**src/rtl/sobrc_pkg.sv**
```systemverilog
// Shared constants and types for the second-order byte recurrence checksum.
package sobrc_pkg;

    // Field widths
    localparam int unsigned BYTE_W = 8;
    localparam int unsigned CHK_W  = 16;

    // Recurrence constants
    localparam logic [CHK_W-1:0] FIRST_OFFSET = 16'd7;
    localparam logic [CHK_W-1:0] PREV_START   = 16'd1;
    localparam logic [CHK_W-1:0] CHK_MOD      = 16'hFFFF;

    // Width of the signed product difference and its bias into positive range
    localparam int unsigned      DIFF_W    = 26;
    localparam logic [DIFF_W-1:0] DIFF_BIAS = 26'd16776960;  // 256 * 65535

    // One checksum result handed from the datapath to the output stage
    typedef struct packed {
        logic             valid;
        logic [CHK_W-1:0] value;
    } t_result;

endpackage

```
**src/rtl/sobrc_core.sv**
```systemverilog
// Recurrence state and per-byte update of the checksum.
module sobrc_core
    import sobrc_pkg::*;
(
    input  logic              i_clk,
    input  logic              i_rst_n,
    input  logic              i_accept,
    input  logic [BYTE_W-1:0] i_data_byte,
    input  logic              i_last_byte,
    output t_result           o_res
);

    logic [BYTE_W-1:0] r_pos;
    logic [CHK_W-1:0]  r_prev;
    logic [CHK_W-1:0]  r_cur;
    logic              r_first;

    logic [BYTE_W-1:0] n_pos;
    logic [CHK_W-1:0]  n_prev;
    logic [CHK_W-1:0]  n_cur;
    logic              n_first;

    logic [BYTE_W-1:0] alpha;
    logic [BYTE_W-1:0] beta;
    logic [BYTE_W:0]   addend;
    logic [24:0]       plus;
    logic [23:0]       minus;
    logic              neg;
    logic [DIFF_W-1:0] biased;
    logic [CHK_W:0]    fold1;
    logic [CHK_W-1:0]  fold2;
    logic [CHK_W-1:0]  next_val;
    logic [CHK_W-1:0]  upd_val;

    // Position multipliers modulo 256: 17*i and 31*i as shift-add
    assign alpha  = r_pos + {r_pos[3:0], 4'b0000};
    assign beta   = {r_pos[2:0], 5'b00000} - r_pos;
    assign addend = {1'b0, i_data_byte} + {1'b0, alpha};

    // Two products of the second-order recurrence
    assign plus  = 25'(addend * r_cur);
    assign minus = 24'(beta * r_prev);
    assign neg   = plus < {1'b0, minus};

    // Negative differences take one extra, then bias into positive range
    assign biased = {1'b0, plus} - {2'b00, minus} + DIFF_W'(neg) + DIFF_BIAS;

    // Fold modulo 65535 twice, then map 65535 to zero
    assign fold1    = {1'b0, biased[CHK_W-1:0]} + {7'b0, biased[DIFF_W-1:CHK_W]};
    assign fold2    = fold1[CHK_W-1:0] + {15'b0, fold1[CHK_W]};
    assign next_val = (fold2 == CHK_MOD) ? '0 : fold2;

    // Value that becomes current for this byte
    assign upd_val = r_first ? ({8'b0, i_data_byte} + FIRST_OFFSET) : next_val;

    // Next state: advance on each byte, restart after the last one
    always_comb begin
        n_pos   = r_pos;
        n_prev  = r_prev;
        n_cur   = r_cur;
        n_first = r_first;
        if (i_accept) begin
            if (i_last_byte) begin
                n_pos   = '0;
                n_prev  = PREV_START;
                n_cur   = '0;
                n_first = 1'b1;
            end else if (r_first) begin
                n_pos   = 8'd1;
                n_prev  = PREV_START;
                n_cur   = upd_val;
                n_first = 1'b0;
            end else begin
                n_pos   = r_pos + 8'd1;
                n_prev  = r_cur;
                n_cur   = upd_val;
                n_first = 1'b0;
            end
        end
    end

    // Hold the recurrence state
    always_ff @(posedge i_clk) begin
        if (!i_rst_n) begin
            r_pos   <= '0;
            r_prev  <= PREV_START;
            r_cur   <= '0;
            r_first <= 1'b1;
        end else begin
            r_pos   <= n_pos;
            r_prev  <= n_prev;
            r_cur   <= n_cur;
            r_first <= n_first;
        end
    end

    // Emit a checksum on the last byte of a message
    assign o_res.valid = i_accept && i_last_byte;
    assign o_res.value = upd_val;

    a_mod_range: assert property (@(posedge i_clk) disable iff (!i_rst_n)
        (i_accept && !r_first) |-> (next_val != CHK_MOD))
        else $error("recurrence value left the modulo range");

    a_restart: assert property (@(posedge i_clk) disable iff (!i_rst_n)
        (i_accept && i_last_byte) |=> (r_first && r_pos == '0 && r_prev == PREV_START))
        else $error("state not restarted after last byte");

    a_first_pos: assert property (@(posedge i_clk) disable iff (!i_rst_n)
        (i_accept && r_first && !i_last_byte) |=> (r_pos == 8'd1 && !r_first))
        else $error("first byte did not set position one");

endmodule

```
**src/rtl/sobrc_out.sv**
```systemverilog
// Output register with a skid stage for the checksum stream.
module sobrc_out
    import sobrc_pkg::*;
(
    input  logic             i_clk,
    input  logic             i_rst_n,
    input  t_result          i_res,
    output logic             o_ready,
    output logic             o_valid,
    output logic [CHK_W-1:0] o_data,
    input  logic             i_ready
);

    logic             r_valid;
    logic [CHK_W-1:0] r_data;
    logic             r_skid_valid;
    logic [CHK_W-1:0] r_skid_data;

    // Refill the output register when it drains, park a result when stalled
    always_ff @(posedge i_clk) begin
        if (!i_rst_n) begin
            r_valid      <= 1'b0;
            r_skid_valid <= 1'b0;
        end else if (!r_valid || i_ready) begin
            if (r_skid_valid) begin
                r_valid      <= 1'b1;
                r_skid_valid <= 1'b0;
            end else begin
                r_valid <= i_res.valid;
            end
        end else if (i_res.valid) begin
            r_skid_valid <= 1'b1;
        end
    end

    // Move payload along with the valid bits
    always_ff @(posedge i_clk) begin
        if (!r_valid || i_ready) begin
            r_data <= r_skid_valid ? r_skid_data : i_res.value;
        end else if (i_res.valid) begin
            r_skid_data <= i_res.value;
        end
    end

    assign o_ready = !r_skid_valid;
    assign o_valid = r_valid;
    assign o_data  = r_data;

    a_skid_order: assert property (@(posedge i_clk) disable iff (!i_rst_n)
        r_skid_valid |-> r_valid)
        else $error("skid entry held without an output entry");

    a_no_overrun: assert property (@(posedge i_clk) disable iff (!i_rst_n)
        i_res.valid |-> !r_skid_valid)
        else $error("result arrived while skid stage full");

endmodule

```
**src/rtl/second_order_byte_recurrence_checksum.sv**
```systemverilog
// Top level of the second-order byte recurrence checksum.
//
// Takes one message byte per cycle on the slave stream while s_axis_tready is
// high, with tlast on the final byte, and registers the 16-bit checksum
// (0..65534) for the master stream once that final byte is accepted. The
// recurrence registers feed two products and a modulo-65535 fold that lands
// back in those registers, and that loop sets the rate of one byte per clock.
// The checksum leaves through an output register backed by a one-entry skid
// stage, so input keeps flowing while a result waits; input stalls only when
// both entries are occupied.
module second_order_byte_recurrence_checksum
    import sobrc_pkg::*;
(
    input  logic        i_clk,
    input  logic        i_rst_n,
    input  logic        s_axis_tvalid,
    output logic        s_axis_tready,
    input  logic [7:0]  s_axis_tdata,   // [7:0] data_byte
    input  logic        s_axis_tlast,   // last_byte
    output logic        m_axis_tvalid,
    input  logic        m_axis_tready,
    output logic [15:0] m_axis_tdata    // [15:0] checksum
);

    logic    accept;
    t_result res;

    // Accept a transaction when both sides agree
    assign accept = s_axis_tvalid && s_axis_tready;

    sobrc_core u_core (
        .i_clk       (i_clk),
        .i_rst_n     (i_rst_n),
        .i_accept    (accept),
        .i_data_byte (s_axis_tdata),
        .i_last_byte (s_axis_tlast),
        .o_res       (res)
    );

    sobrc_out u_out (
        .i_clk   (i_clk),
        .i_rst_n (i_rst_n),
        .i_res   (res),
        .o_ready (s_axis_tready),
        .o_valid (m_axis_tvalid),
        .o_data  (m_axis_tdata),
        .i_ready (m_axis_tready)
    );

endmodule
```
**config.mk**
```make
export PLATFORM = sky130hd
export DESIGN_NAME = second_order_byte_recurrence_checksum
export DESIGN_NICKNAME = d
export VERILOG_FILES = /design/src/rtl/sobrc_pkg.sv /design/src/rtl/sobrc_core.sv /design/src/rtl/sobrc_out.sv /design/src/rtl/second_order_byte_recurrence_checksum.sv
export SDC_FILE = /design/constraint.sdc
export NUM_CORES = 1
export LEC_CHECK = 0
export ABC_AREA = 0
export BUFFER_PORTS_ARGS = -buffer_cell sky130_fd_sc_hd__buf_2
export CORE_ASPECT_RATIO = 1.2
export CORE_MARGIN = 2
export CORE_UTILIZATION = 45
export CTS_CLUSTER_SIZE = 20
export DETAILED_ROUTE_END_ITERATION = 6
export SLEW_MARGIN = 40
export SYNTH_ARGS = -nofsm -noshare
export SYNTH_HDL_FRONTEND = slang
export SYNTH_SLANG_ARGS = --single-unit
```
**constraint.sdc**
```tcl
create_clock -name i_clk -period 18.3 [get_ports i_clk]
set_clock_uncertainty 0.15 [all_clocks]
set_input_delay 0.915 -clock i_clk [delete_from_list [all_inputs] [get_ports i_clk]]
set_output_delay 0.915 -clock i_clk [all_outputs]
set_load 0.01 [all_outputs]
```
# ---- Yosys cells after proc, flatten, opt, wreduce, memory -nomap -nowiden
# Index checks and enable logic that the tools add are counted.
dict set report word_totals {
  in_bits 13
  elab_cells 41
  regBits 75
  output_inout_bits 18
}
dict set report op_classes {
  multipliers 2
  n_lt_le_gt_ge 1
  muxes 10
  bitwise_logic 2
  add_sub_neg 10
  n_reduce_logical 7
  n_eq_ne 1
}
# op count
set ops {}
lappend ops {{$mux W16} 6}
lappend ops {{$add A26 B1 Y26} 1}
lappend ops {{$add A26 B24 Y26 const B} 1}
lappend ops {{$sub A25 B24 Y26} 1}
lappend ops {{$lt A25 B24 Y1} 1}
lappend ops {{$mul A9 B16 Y25} 1}
lappend ops {{$mul A8 B16 Y24} 1}
lappend ops {{$add A16 B10 Y17} 1}
lappend ops {{$add A16 B1 Y16} 1}
lappend ops {{$eq A16 B16 Y1 const B} 1}
lappend ops {{$mux W8} 2}
lappend ops {{$add A8 B3 Y9 const B} 1}
lappend ops {{$add A8 B8 Y9} 1}
lappend ops {{$add A8 B1 Y8 const B} 1}
lappend ops {{$add A8 B8 Y8} 1}
lappend ops {{$sub A8 B8 Y8} 1}
lappend ops {{$logic_and A1 B1 Y1} 2}
lappend ops {{$logic_not A1 Y1} 2}
lappend ops {{$mux W1} 2}
lappend ops {{$not A1 Y1} 2}
lappend ops {{$reduce_and A2 Y1} 1}
lappend ops {{$reduce_or A2 Y1} 1}
lappend ops {{$logic_or A1 B1 Y1} 1}

# ---- Depth between registers and ports, before layout
# Gate-level depths: netlist of the first run.
dict set report depth {
  ltp_word 12
  depth_mapped 66
  mapped_depth_nobuf 63
}

# ---- By module
# Synthesis of the first run repeated with hierarchy kept, for this count alone.
dict set report unflattened {
  hier_cells 1757
  area_unflattened_um2 15303.4
}
# module area_per_inst_um2 cells_each seq_area_each_um2 n_inst
set modules_own_cells {}
lappend modules_own_cells {sobrc_core 14010.9 1697 820.8 1}
lappend modules_own_cells {sobrc_out 1286.2 59 1001.0 1}
lappend modules_own_cells {second_order_byte_recurrence_checksum 6.3 1 0.0 1}

# ---- Worst setup path after synthesis of the first run
# OpenSTA, ideal clock, no wires.
dict set report synth_timing {
  path_kind {input to register}
  startpoint {in s_axis_tdata[0]}
  endpoint {reg u_out.r_data[7] (netlist: u_out.o_data[7]), data pin}
  slack_ns 4.363
  setup_time_ns 0.275
  path_buffers 3
  t_arrival_ns 13.512
  stages 64
  t_required_ns 17.875
  cell_sequence {ha_1 > fa_1 > a21oi_1 > nor2_1 > nor2_1 > o21bai_1 > a21oi_1 > o21bai_1 > a21o_1 > clkbuf_1 > and2_1 > fa_1 > inv_1 > fa_1 > fa_1 > fa_1 > inv_1 > ha_1 > [28 not listed] > o2bb2ai_1 > nor3_1 > nand4_1 > nor2_1 > ha_1 > ha_1 > nand2_1 > nor3_2 > and4_1 > xnor2_1 > nor4b_1 > o21ai_0 > or4_1 > a2111oi_4 > and2b_1 > buf_6 > buf_12 > o31ai_1}
}
dict set report synth_between {
  elab_chain_cells 11
  word_cells_on_any_way 13
  classes_between {add/sub: 7; mul: 1; order compare: 1; eq/ne: 1; mux: 3}
}
# element line
set synth_rtl {}
lappend synth_rtl {{start, declared} second_order_byte_recurrence_checksum.sv:18} ;# input logic [7:0] s_axis_tdata,
lappend synth_rtl {{$add A8 B8 Y9} sobrc_core.sv:38} ;# assign addend = {1'b0, i_data_byte} + {1'b0, alpha};
lappend synth_rtl {{$mul A9 B16 Y25} sobrc_core.sv:41} ;# assign plus = 25'(addend * r_cur);
lappend synth_rtl {{$sub A25 B24 Y26 or $lt A25 B24 Y1 (tied branches)} {sobrc_core.sv:46, sobrc_core.sv:43}}
lappend synth_rtl {{$add A26 B1 Y26} sobrc_core.sv:46} ;# assign biased = {1'b0, plus} - {2'b00, minus} + DIFF_W'(neg) + DIFF_BIAS;
lappend synth_rtl {{$add A26 B24 Y26} sobrc_core.sv:46}
lappend synth_rtl {{$add A16 B10 Y17} sobrc_core.sv:49} ;# assign fold1 = {1'b0, biased[CHK_W-1:0]} + {7'b0, biased[DIFF_W-1:CHK_W]};
lappend synth_rtl {{$add A16 B1 Y16} sobrc_core.sv:50} ;# assign fold2 = fold1[CHK_W-1:0] + {15'b0, fold1[CHK_W]};
lappend synth_rtl {{$eq A16 B16 Y1} sobrc_core.sv:51} ;# assign next_val = (fold2 == CHK_MOD) ? '0 : fold2;
lappend synth_rtl {{$mux W16} sobrc_core.sv:51}
lappend synth_rtl {{$mux W16 (*)} sobrc_core.sv:54} ;# assign upd_val = r_first ? ({8'b0, i_data_byte} + FIRST_OFFSET) : next_val;
lappend synth_rtl {{$mux W16 (*)} sobrc_out.sv:39} ;# r_data <= r_skid_valid ? r_skid_data : i_res.value;
lappend synth_rtl {{end signal, assigned} sobrc_out.sv:39}
lappend synth_rtl {{end, declared} sobrc_out.sv:15} ;# logic [CHK_W-1:0] r_data;
# Mark *: on every way between the ends. The rest lies on a longest branch, timed or not.
# A chain may end at the register's enable or synchronous reset.

# ---- Final worst setup path of the first run
# Ends and elaborated chain as after synthesis.

==> out/summary.txt, run 1 <==
CTS root buffer -> clkbuf_16
headroom to the max-slew limit -> 48.59%
DRT iter0 DRCs -> 709
total track usage -> 24.09%
cts repair resizes -> 0
Mapped Nets -> 2179
Netlist cell types -> 76
Ports -> 31
Hold WC Path Type -> reg2reg
area of the multi-input gates -> 11940 µm²
largest family of logic cells by synthesized area -> adder cells
site row count -> 73
Vias per Instance -> 5.352
layout cells sized above 1 -> 6.004%
TritonCTS clock tree -> yes
FMAX -> 63.95 MHz
Clock Path Buffers -> 2
final wirelength -> 40.21 mm
FF-to-FF path depth -> 59
share of the clock period used by the worst path -> 85.44%
syn_area_per_cell -> 8.521 µm²
Total Neg Setup Slack -> 0 ns
Worst-path clk slew -> 0.08 ns
PortBufs -> 30
CP endpoint kind -> register
adder-cell share of the synthesized area -> 40.04%
die height -> 205.8 µm
outcome -> finished, final reports clean
DRC viols -> 0
Final #Nets -> 2164
CTS buffer count -> 9
diodes inserted -> 0
EDFF count, synth -> 32
sequential area share after synthesis -> 11.93%
H-Tree Depth -> 3
RSZ-0062 raised after global routing -> no
First-pass DRT Iterations -> 5
Post-CTS Setup Inserts -> 0
Hold Fails Final Rpt -> 0
xor and xnor fraction of the mapped netlist area -> 6.572%
cts hold-fix bufs -> 0
crit-path max FO -> 27
most frequent cells in the layout -> 314 x inv_1, 196 x nand2_1, 191 x fa_1, 183 x ha_1, 147 x and2_1
Die ar. -> 35430 µm²
Die Span X -> 172.2 µm
CTS Sinks -> 75
warnings from Yosys -> 0
initial antenna violation count -> 1
WHS Path Cells -> 2
post-synthesis async set-or-reset flop share -> 0%
pin count of the biggest net entering global routing -> 39
Final ANT Viol Nets -> 0
min Tclk post-route -> 15.64 ns
Core Footprint -> 33250 µm²
vias in the first global route -> 12381
Largest stage delay, worst path -> 0.60 ns
post-synthesis instance total -> 1792
post-synthesis mux area share -> 0.2704%
Seq cells post-synth -> 75
GRT Residual Overflow -> 0
Final Setup Violations -> 0
crit path DAT -> 15.57 ns
Synth Area in Simple Gates -> 19.09%
Layout area overhead -> 5.482%
DP HPWL -> 32.72 mm
Crit path required time -> 18.24 ns
CP Class -> in2reg
startpoint types -> input pin
later-pin clock latency in the skew report -> 0.36 ns
first-pass GRT wire length -> 66.12 mm
Final GP Congestion -> 0.9325
commonest non-fill, non-tap cell in the layout -> inv_1
critical path's slowest cell -> and2b_2
total number of vias -> 11945
Post-Syn Area -> 15270 µm²
Max-cap violations -> 0
Final Max Tran Viols -> 0
Worst Tran Pin Value -> 0.7696 ns
compound-cell area share of the yosys netlist -> 12.15%
fill count -> 3294
drt wl/cell -> 18.02 µm
register area -> 1822 µm²
top_reg_cell synth -> dfxtp_1
Initial Utilization -> 45.93%
## synthesized netlist by cell type, types with 14 or more instances
| cell type | n | area (µm²) |
|---|---|---|
| nand4_1 | 15 | 93.84 |
| clkbuf_1 | 69 | 259.0 |
| o21a_1 | 19 | 142.6 |
| a21o_1 | 17 | 127.6 |
| and2_1 | 147 | 919.6 |
| o31ai_1 | 28 | 210.2 |
| o21bai_1 | 16 | 120.1 |
| xor2_1 | 35 | 306.5 |
| xnor2_1 | 74 | 648.1 |
| nand2b_1 | 14 | 87.58 |
| nand2_1 | 196 | 735.7 |
| fa_1 | 191 | 3824 |
| nor2b_1 | 25 | 156.4 |
| dfxtp_1 | 43 | 860.8 |
| a22oi_1 | 16 | 120.1 |
| nand3_1 | 36 | 180.2 |
| nor3_1 | 19 | 95.09 |
| nor2_1 | 74 | 277.8 |
| a21oi_1 | 63 | 315.3 |
| inv_1 | 314 | 1179 |
| edfxtp_1 | 32 | 960.9 |
| o21ai_0 | 30 | 150.1 |
| ha_1 | 183 | 2290 |
## flip-flops by register name (all words and copies together), names as in the netlist
register	cells
u_core.r_cur	16
u_core.r_prev	16
u_out.o_data	16
u_out.r_skid_data	16
u_core.r_pos	8
u_core.r_first	1
u_out.o_valid	1
u_out.r_skid_valid	1
## metrics by stage
| stage | util (%) | area, µm² | instances | worst slack (ns) | hold slack [ns] |
|---|---|---|---|---|---|
| after floorplan | - | 15270 | 1792 | 4.363 | 0.3360 |
| after global placement | 47.52 | 15800 | 2216 | 2.420 | 0.3539 |
| after detailed placement | 47.57 | 15810 | 2216 | 2.366 | 0.3673 |
| after CTS | 48.45 | 16110 | 2232 | 2.720 | 0.3846 |
| after global routing | 48.45 | 16110 | 2232 | 1.415 | 0.3939 |
| final | 48.45 | 16110 | 2232 | 2.664 | 0.3806 |
## logic make-up after synthesis
| family | Yosys count |
|---|---|
| multiplexers | 4 |
| AND/OR/NAND/NOR | 573 |
| flip-flops | 75 |
| AO/OA/AOI/OAI | 263 |
| XOR/XNOR | 112 |
| buffers and inverters | 391 |
| adder cells (fa/ha/maj) | 374 |
## final timing paths
| path | from | endpoint | slack (ns) |
|---|---|---|---|
| worst max-delay path | s_axis_tdata[0] | u_out.o_data[7] | 2.66 |
| worst min-delay path | u_out.r_skid_data[1] | u_out.o_data[1] | 0.38 |
| worst min register to register | u_out.r_skid_data[1] | u_out.o_data[1] | 0.38 |
| worst max register to register | u_core.r_pos[0] | u_out.o_data[7] | 2.78 |
## worst max-delay path: cells and delay by family
kind / cells / cell delay (ns)
AND/OR/NAND/NOR: 14 / 3.72
AO/OA/AOI/OAI: 29 / 5.66
XOR/XNOR: 3 / 0.46
buffers and inverters: 4 / 0.33
adder cells (fa/ha/maj): 12 / 4.42
## layer usage
metal | global-route usage, % | wire, µm | up-vias
met1 | 31.18 | 17460 | 5951
met5 | 0 | 0 | -
met3 | 2.327 | 1336 | 61
met2 | 42.84 | 20450 | 206
met4 | 6.453 | 969 | 0
li1 | - | - | 5727
## layout make-up
type | instances | share of cell area, %
clock buffers | 9 | 1.398
clock inverters | 7 | 0.4195
inverters | 314 | 7.318
multi-input cells | 1326 | 74.15
flip-flops and latches | 75 | 11.31
well taps | 450 | 3.496
repair buffers | 51 | 1.911
Power of run 1 is not shown: default switching activity piles up to over one toggle a cycle in this logic, so the estimate is an artifact.
==> run 2: changes to the inputs <==
--- a/config.mk
+++ b/config.mk
@@ -15,4 +15,5 @@
 export SLEW_MARGIN = 40
 export SYNTH_ARGS = -nofsm -noshare
 export SYNTH_HDL_FRONTEND = slang
+export SYNTH_HIERARCHICAL = 1
 export SYNTH_SLANG_ARGS = --single-unit
==> constraint.sdc (replaced) <==
create_clock -name i_clk -period 15.3 [get_ports i_clk]
set_clock_uncertainty 0.15 [all_clocks]
set_input_delay 0.765 -clock i_clk [delete_from_list [all_inputs] [get_ports i_clk]]
set_output_delay 0.765 -clock i_clk [all_outputs]
set_load 0.01 [all_outputs]
==> run 2 against run 1 <==
Effect of this change: critical path depth rose by 3; sequential share of layout area fell by 0.33 points; sequential cell count did not move; non-clock buffer count rose by 27; design area rose by 3.2%; final cell count rose by 0.58%; synthesized cell count fell by 2.0%; setup slack got worse by 1.9 ns; area after synthesis rose by 0.22%; routed wire length fell by 6.0%; via count fell by 1.3%; largest cell class unchanged.
==> out/summary.txt, run 2 <==
Hold WC Path Type -> reg2reg (unchanged)
Seq cells post-synth -> 75 (unchanged)
Hold Fails Final Rpt -> 0 (unchanged)
syn_area_per_cell -> 8.710 µm² (was 8.521 µm²)
Final #Nets -> 2170 (was 2164)
min Tclk post-route -> 14.49 ns
initial antenna violation count -> 0 (was 1)
DP HPWL -> 31.49 mm (was 32.72 mm)
warnings from Yosys -> 6 (was 0)
headroom to the max-slew limit -> 41.09% (was 48.59%)
Max-cap violations -> 0 (unchanged)
compound-cell area share of the yosys netlist -> 11.86% (was 12.15%)
FMAX -> 68.99 MHz
Worst-path clk slew -> 0.07 ns (was 0.08 ns)
CTS buffer count -> 9 (unchanged)
PortBufs -> 30 (unchanged)
drt wl/cell -> 16.85 µm (was 18.02 µm)
most frequent cell on the critical path -> ha_1
vias in the first global route -> 12247 (was 12381)
Final Setup Violations -> 0 (unchanged)
post-synthesis instance total -> 1757 (was 1792)
post-synthesis mux area share -> 1.578% (was 0.2704%)
cts hold-fix bufs -> 0 (unchanged)
DRT iter0 DRCs -> 571 (was 709)
Post-Place Cells -> 2216 (unchanged)
Ports -> 31 (unchanged)
CTS root buffer -> clkbuf_16 (unchanged)
top_reg_cell synth -> dfxtp_1 (unchanged)
CP Class -> in2reg (unchanged)
Die Span X -> 172.3 µm (was 172.2 µm)
post-synthesis async set-or-reset flop share -> 0% (unchanged)
critical path's slowest cell -> or4_4 (was and2b_2)
share of the clock period used by the worst path -> 94.74%
CP endpoint kind -> register (unchanged)
Clock Path Buffers -> 2 (unchanged)
largest family of logic cells by synthesized area -> adder cells (unchanged)
commonest non-fill, non-tap cell in the layout -> inv_1 (unchanged)
Die ar. -> 35500 µm² (was 35430 µm²)
site row count -> 74 (was 73)
EDFF count, synth -> 32 (unchanged)
GRT Residual Overflow -> 0 (unchanged)
Vias per Instance -> 5.250 (was 5.352)
Yosys top cell area share -> 24.99% (was 25.04%)
DRC viols -> 0 (unchanged)
register area -> 1827 µm² (was 1822 µm²)
most frequent cells in the layout -> 323 x inv_1, 190 x fa_1, 181 x ha_1, 180 x nand2_1, 149 x and2_1 (was 314 x inv_1, 196 x nand2_1, 191 x fa_1, 183 x ha_1, 147 x and2_1)
crit path DAT -> 14.44 ns (was 15.57 ns)
Largest stage delay, worst path -> 0.58 ns (was 0.60 ns)
first-pass GRT wire length -> 62.84 mm (was 66.12 mm)
Post-synth top cells -> 324 x inv_1, 191 x fa_1, 183 x ha_1 (was 314 x inv_1, 196 x nand2_1, 191 x fa_1)
most common cell in the netlist -> inv_1 (unchanged)
total number of vias -> 11786 (was 11945)
layout cells sized above 1 -> 9.843% (was 6.004%)
fill count -> 3254 (was 3294)
Initial Utilization -> 45.28% (was 45.93%)
Final GP Congestion -> 0.9190 (was 0.9325)
area of the multi-input gates -> 12160 µm² (was 11940 µm²)
adder-cell share of the synthesized area -> 39.95% (was 40.04%)
Netlist cell types -> 93 (was 76)
Buf/Inv on CP -> 6 (was 4)
non-filler cells in the finished layout -> 2245 (was 2232)
Final Max Tran Viols -> 0 (unchanged)
Core Footprint -> 33790 µm² (was 33250 µm²)
Crit path required time -> 15.24 ns (was 18.24 ns)
pin count of the biggest net entering global routing -> 41 (was 39)
First-pass DRT Iterations -> 5 (unchanged)
startpoint types -> input pin (unchanged)
Layout area overhead -> 8.667% (was 5.482%)
xor and xnor fraction of the mapped netlist area -> 6.704% (was 6.572%)
Post-Syn Area -> 15300 µm² (was 15270 µm²)
total track usage -> 22.39% (was 24.09%)
H-Tree Depth -> 3 (unchanged)
Final Util -> 49.21% (was 48.45%)
later-pin clock latency in the skew report -> 0.34 ns (was 0.36 ns)
crit-path max FO -> 11 (was 27)
die height -> 206.0 µm (was 205.8 µm)
TritonCTS clock tree -> yes (unchanged)
Final ANT Viol Nets -> 0 (unchanged)
top cell family by delay on the critical path -> compound AO/OA/AOI/OAI gates (unchanged)
final wirelength -> 37.82 mm (was 40.21 mm)
Worst Tran Pin Value -> 0.8824 ns (was 0.7696 ns)
CTS Sinks -> 75 (unchanged)
top post-synthesis cells by area -> fa_1 25%, ha_1 15%, inv_1 7.9% (was fa_1 25%, ha_1 15%, inv_1 7.7%)
cell taking the most area after synthesis -> fa_1 (unchanged)
sequential area share after synthesis -> 11.90% (was 11.93%)
Synth Area in Simple Gates -> 18.09% (was 19.09%)
Mapped Nets -> 2144 (was 2179)
outcome -> finished, final reports clean (unchanged)
-- run 2: cell count changes after synthesis, moves of 6 or more --
cell      delta
o21a_1      -12
mux2_2       +8
clkbuf_1    -22
nor2_1       -9
mux2_4       +8
inv_1       +10
nand2_1     -16
buf_1        +6
a32o_1       +6
o21ai_0      +6
o31ai_1     -19
nand3_1     -10
-- run 2: final timing paths --
path	endpoint	slack [ns]	startpoint	cells past startpoint
setup / recovery	u_out/o_data[8]	0.81	s_axis_tdata[0]	65
hold / removal	u_out/o_data[2]	0.41	u_out/r_skid_data[2]	1
setup reg to reg	u_out/o_data[8]	0.81	u_core/r_pos[0]	61
hold reg to reg	u_out/o_data[2]	0.41	u_out/r_skid_data[2]	1
-- run 2: cell type report --
cell class              count  area share (%)
multi-input cells        1295           73.15
flip-flops and latches     75           10.98
inverters                 324           7.313
well taps                 456           3.431
repair buffers             78           3.122
clock buffers               9           1.354
clock inverters             7          0.6320
diodes                      1         0.01505
-- run 2: timing repair --
action	4_1_cts	5_1_grt
setup buffers	0	11
endpoints found under the hold margin	0	0
endpoints found under the setup margin	0	48
gates resized for setup	0	38
-- run 2: stage by stage --
step	instance area (µm²)	worst slack, ns	hold slack (ns)	TNS (ns)
final	16630	0.8051	0.4072	0
after detailed placement	16010	0.02004	0.3847	0
after floorplan	15300	0.7469	0.3288	0
after CTS	16340	0.1658	0.4009	0
after global routing	16630	-0.05977	0.4213	-0.4371
after global placement	16000	0.2769	0.3860	0
-- run 2: metal layers --
layer  GRT usage (%)  vias to the layer above  wire length, µm
met3           2.509                       56             1503
met2           40.17                      173            19120
met5               0                        -                0
met1           28.43                     5862            16250
met4           5.942                        0              937
li1                -                     5695                -
-- run 2: cells by family after synthesis --
| logic type | after synthesis |
|---|---|
| DFF | 75 |
| and+or+nand+nor | 534 |
| muxes | 19 |
| buffers and inverters | 387 |
| adders and majority gates | 374 |
| AOI/OAI and AO/OA | 256 |
| xor gates and xnor gates | 112 |
Power of run 2 is left out for the same reason.
==> run 3: changes to the inputs <==
--- a/config.mk
+++ b/config.mk
@@ -5,7 +5,7 @@
 export SDC_FILE = /design/constraint.sdc
 export NUM_CORES = 1
 export LEC_CHECK = 0
-export ABC_AREA = 0
+export ABC_AREA = 1
 export BUFFER_PORTS_ARGS = -buffer_cell sky130_fd_sc_hd__buf_2
 export CORE_ASPECT_RATIO = 1.2
 export CORE_MARGIN = 2
==> run 3 against run 2 <==
Effect of this change: routed wire length is 12% higher; area after synthesis is 1.1% higher; core utilization is 0.86 points lower; sequential cell count unchanged; sequential share of layout area up 0.11 points; critical endpoint is now u_out/o_data[14].
==> out/summary.txt, run 3 <==
outcome -> finished, final reports clean (unchanged)
Clock Path Buffers -> 2 (unchanged)
CP endpoint kind -> register (unchanged)
warnings from Yosys -> 6 (unchanged)
compound-cell area share of the yosys netlist -> 7.004% (was 11.86%)
total number of vias -> 13313 (was 11786)
Final Max Tran Viols -> 0 (unchanged)
startpoint types -> register (was input pin)
worst reg-to-reg setup slack -> 1.18 ns (was 0.81 ns)
Largest stage delay, worst path -> 0.58 ns (about the same)
post-synthesis async set-or-reset flop share -> 0% (unchanged)
diodes inserted -> 0 (was 1)
Area after DPL -> 16070 µm² (was 16010 µm²)
Max-cap violations -> 0 (unchanged)
FMAX -> 70.84 MHz (was 68.99 MHz)
worst setup path end -> u_out/o_data[14] (was u_out/o_data[8])
worst r2r dst -> u_out/o_data[14] (was u_out/o_data[8])
Yosys top cell area share -> 24.72% (was 24.99%)
die height -> 207.1 µm (was 206.0 µm)
DR top layer -> met4 (unchanged)
commonest non-fill, non-tap cell in the layout -> nand2_1 (was inv_1)
Synth Area in Simple Gates -> 24.33% (was 18.09%)
final wirelength -> 42.51 mm (was 37.82 mm)
crit-path max FO -> 18 (was 11)
PortBufs -> 30 (unchanged)
syn_area_per_cell -> 7.232 µm² (was 8.710 µm²)
top post-synthesis cells by area -> fa_1 25%, ha_1 15%, nand2_1 12% (was fa_1 25%, ha_1 15%, inv_1 7.9%)
drt wl/cell -> 16.28 µm (was 16.85 µm)
Ports -> 31 (unchanged)
Final #Nets -> 2538 (was 2170)
DRT iter0 DRCs -> 840 (was 571)
initial antenna violation count -> 0 (unchanged)
layout cells sized above 1 -> 6.911% (was 9.843%)
FF-to-FF path depth -> 80 (was 61)
most common cell in the netlist -> nand2_1 (was inv_1)
GRT Residual Overflow -> 0 (unchanged)
top_reg_cell synth -> dfxtp_1 (unchanged)
H-Tree Depth -> 3 (unchanged)
met2 WL -> 21.11 mm (was 19.12 mm)
pin count of the biggest net entering global routing -> 34 (was 41)
sequential area share after synthesis -> 11.78% (was 11.90%)
crit path DAT -> 14.08 ns (was 14.44 ns)
EDFF count, synth -> 32 (unchanged)
Final Setup Violations -> 0 (unchanged)
Worst-path clk slew -> 0.07 ns (about the same)
xor and xnor fraction of the mapped netlist area -> 3.793% (was 6.704%)
Hold WC Path Type -> reg2reg (unchanged)
Vias per Instance -> 5.097 (was 5.250)
TritonCTS clock tree -> yes (unchanged)
Die Span X -> 173.3 µm (was 172.3 µm)
post-synthesis instance total -> 2139 (was 1757)
fill count -> 3484 (was 3254)
Die ar. -> 35880 µm² (was 35500 µm²)
CP Class -> reg2reg (was in2reg)
Layout area overhead -> 6.196% (was 8.667%)
headroom to the max-slew limit -> 46.88% (was 41.09%)
Initial Utilization -> 45.53% (was 45.28%)
min Tclk post-route -> 14.12 ns (was 14.49 ns)
most frequent cell on the critical path -> nand2_1 (was ha_1)
Mapped Nets -> 2526 (was 2144)
critical path's slowest cell -> fa_1 (was or4_4)
Core Footprint -> 33980 µm² (was 33790 µm²)
met3 wire length -> 1.527 mm (was 1.503 mm)
vias in the first global route -> 13581 (was 12247)
Setup Slack @ Placement -> 1.023 ns (was 0.02004 ns)
wl on met1 -> 18.18 mm (was 16.25 mm)
Total Neg Setup Slack -> 0 ns (unchanged)
Final ANT Viol Nets -> 0 (unchanged)
Final GP Congestion -> 0.9173 (was 0.9190)
RSZ-0062 raised after global routing -> no
CTS Sinks -> 75 (unchanged)
later-pin clock latency in the skew report -> 0.36 ns (was 0.34 ns)
CTS root buffer -> clkbuf_16 (unchanged)
Seq cells post-synth -> 75 (unchanged)
Post-Syn Area -> 15470 µm² (was 15300 µm²)
site row count -> 74 (unchanged)
adder-cell share of the synthesized area -> 39.52% (was 39.95%)
Post-synth top cells -> 502 x nand2_1, 487 x inv_1, 191 x fa_1 (was 324 x inv_1, 191 x fa_1, 183 x ha_1)
crit path from -> u_core/r_pos[4] (was s_axis_tdata[0])
cts hold-fix bufs -> 0 (unchanged)
Worst Tran Pin Value -> 0.7959 ns (was 0.8824 ns)
first-pass GRT wire length -> 70.78 mm (was 62.84 mm)
Hold Fails Final Rpt -> 0 (unchanged)
largest family of logic cells by synthesized area -> adder cells (unchanged)
post-synthesis mux area share -> 0% (was 1.578%)
most frequent cells in the layout -> 500 x nand2_1, 483 x inv_1, 191 x fa_1, 185 x nor2_1, 183 x ha_1 (was 323 x inv_1, 190 x fa_1, 181 x ha_1, 180 x nand2_1, 149 x and2_1)
post-route cell area -> 16430 µm² (was 16630 µm²)
Final Util -> 48.35% (was 49.21%)
DRC viols -> 0 (unchanged)
DP HPWL -> 36.31 mm (was 31.49 mm)
WHS Path Cells -> 2 (was 1)
share of the clock period used by the worst path -> 92.27% (was 94.74%)
CTS buffer count -> 9 (unchanged)
Netlist cell types -> 50 (was 93)
total track usage -> 24.66% (was 22.39%)
Crit path required time -> 15.27 ns (was 15.24 ns)
Final WS setup -> 1.183 ns (was 0.8051 ns)
FF-to-FF Start -> u_core/r_pos[4] (was u_core/r_pos[0])
First-pass DRT Iterations -> 5 (unchanged)
cell taking the most area after synthesis -> fa_1 (unchanged)
-- run 3: cell count changes after synthesis, moves of 17 or more --
cell | before | now
nand2_1 | 180 | 502
inv_1 | 324 | 487
and2_1 | 149 | 2
nor2_1 | 65 | 185
xnor2_1 | 79 | 21
nand3_1 | 26 | 80
a21oi_1 | 67 | 118
nor2b_1 | 26 | 0
nand2_2 | 2 | 24
nand4_1 | 10 | 30
a21o_1 | 19 | 2
-- run 3: metrics by stage --
step                cells  hold slack (ns)
global placement     2590           0.3533
floorplan            2139           0.3091
CTS                  2606           0.3593
detailed placement   2590           0.3539
global route         2612           0.3947
finish               2612           0.3600
-- run 3: routing by layer --
layer  vias up  global-route usage, %
li1       6531                      -
met1      6398                  31.16
met2       307                  43.94
met3        77                  2.074
met4         0                  8.884
met5         -                      0
-- run 3: worst max-delay path: cells and delay by family (launching register included) --
family / cells / cell delay, ns
adders and majority gates: 15 / 5.47
and+or+nand+nor: 42 / 4.47
AOI/OAI and AO/OA: 13 / 2.27
buffers and inverters: 8 / 0.59
DFF: 1 / 0.46
xor gates and xnor gates: 2 / 0.43
-- run 3: layout make-up --
class | count | area (µm²) | share of cell area (%)
clock buffers | 9 | 225.2 | 1.371
clock inverters | 7 | 65.06 | 0.3960
inverters | 497 | 1884 | 11.47
multi-input cells | 1518 | 11560 | 70.37
flip-flops and latches | 75 | 1823 | 11.10
well taps | 456 | 570.5 | 3.473
repair buffers | 50 | 300.3 | 1.828
-- run 3: kinds of logic (layout without fill, tap and decap cells) --
kind of cell,after synthesis,count (layout)
compound gates,195,195
xor+xnor,67,67
fa+ha+maj,374,374
buf+inv,546,563
flops,75,75
simple gates,882,882
-- run 3: how the worst min path moves through the flow --
stage | start | to | slack (ns)
after floorplan | u_core/r_cur[13] | u_core/r_prev[13] | 0.31
after detailed placement | u_out/r_skid_data[11] | u_out/o_data[11] | 0.35
after global routing | u_out/o_valid | u_out/r_skid_valid | 0.39
after global placement | u_out/r_skid_data[3] | u_out/o_data[3] | 0.35
final | u_out/o_valid | u_out/r_skid_valid | 0.36
after CTS | u_out/o_valid | u_out/r_skid_valid | 0.36
-- run 3: timing repair --
action / CTS / global route
setup endpoints to repair: 0 / 48
gates resized for setup: 0 / 9
buffers inserted: 0 / 6
endpoints found under the hold margin: 0 / 0
Power of run 3 is left out for the same reason.
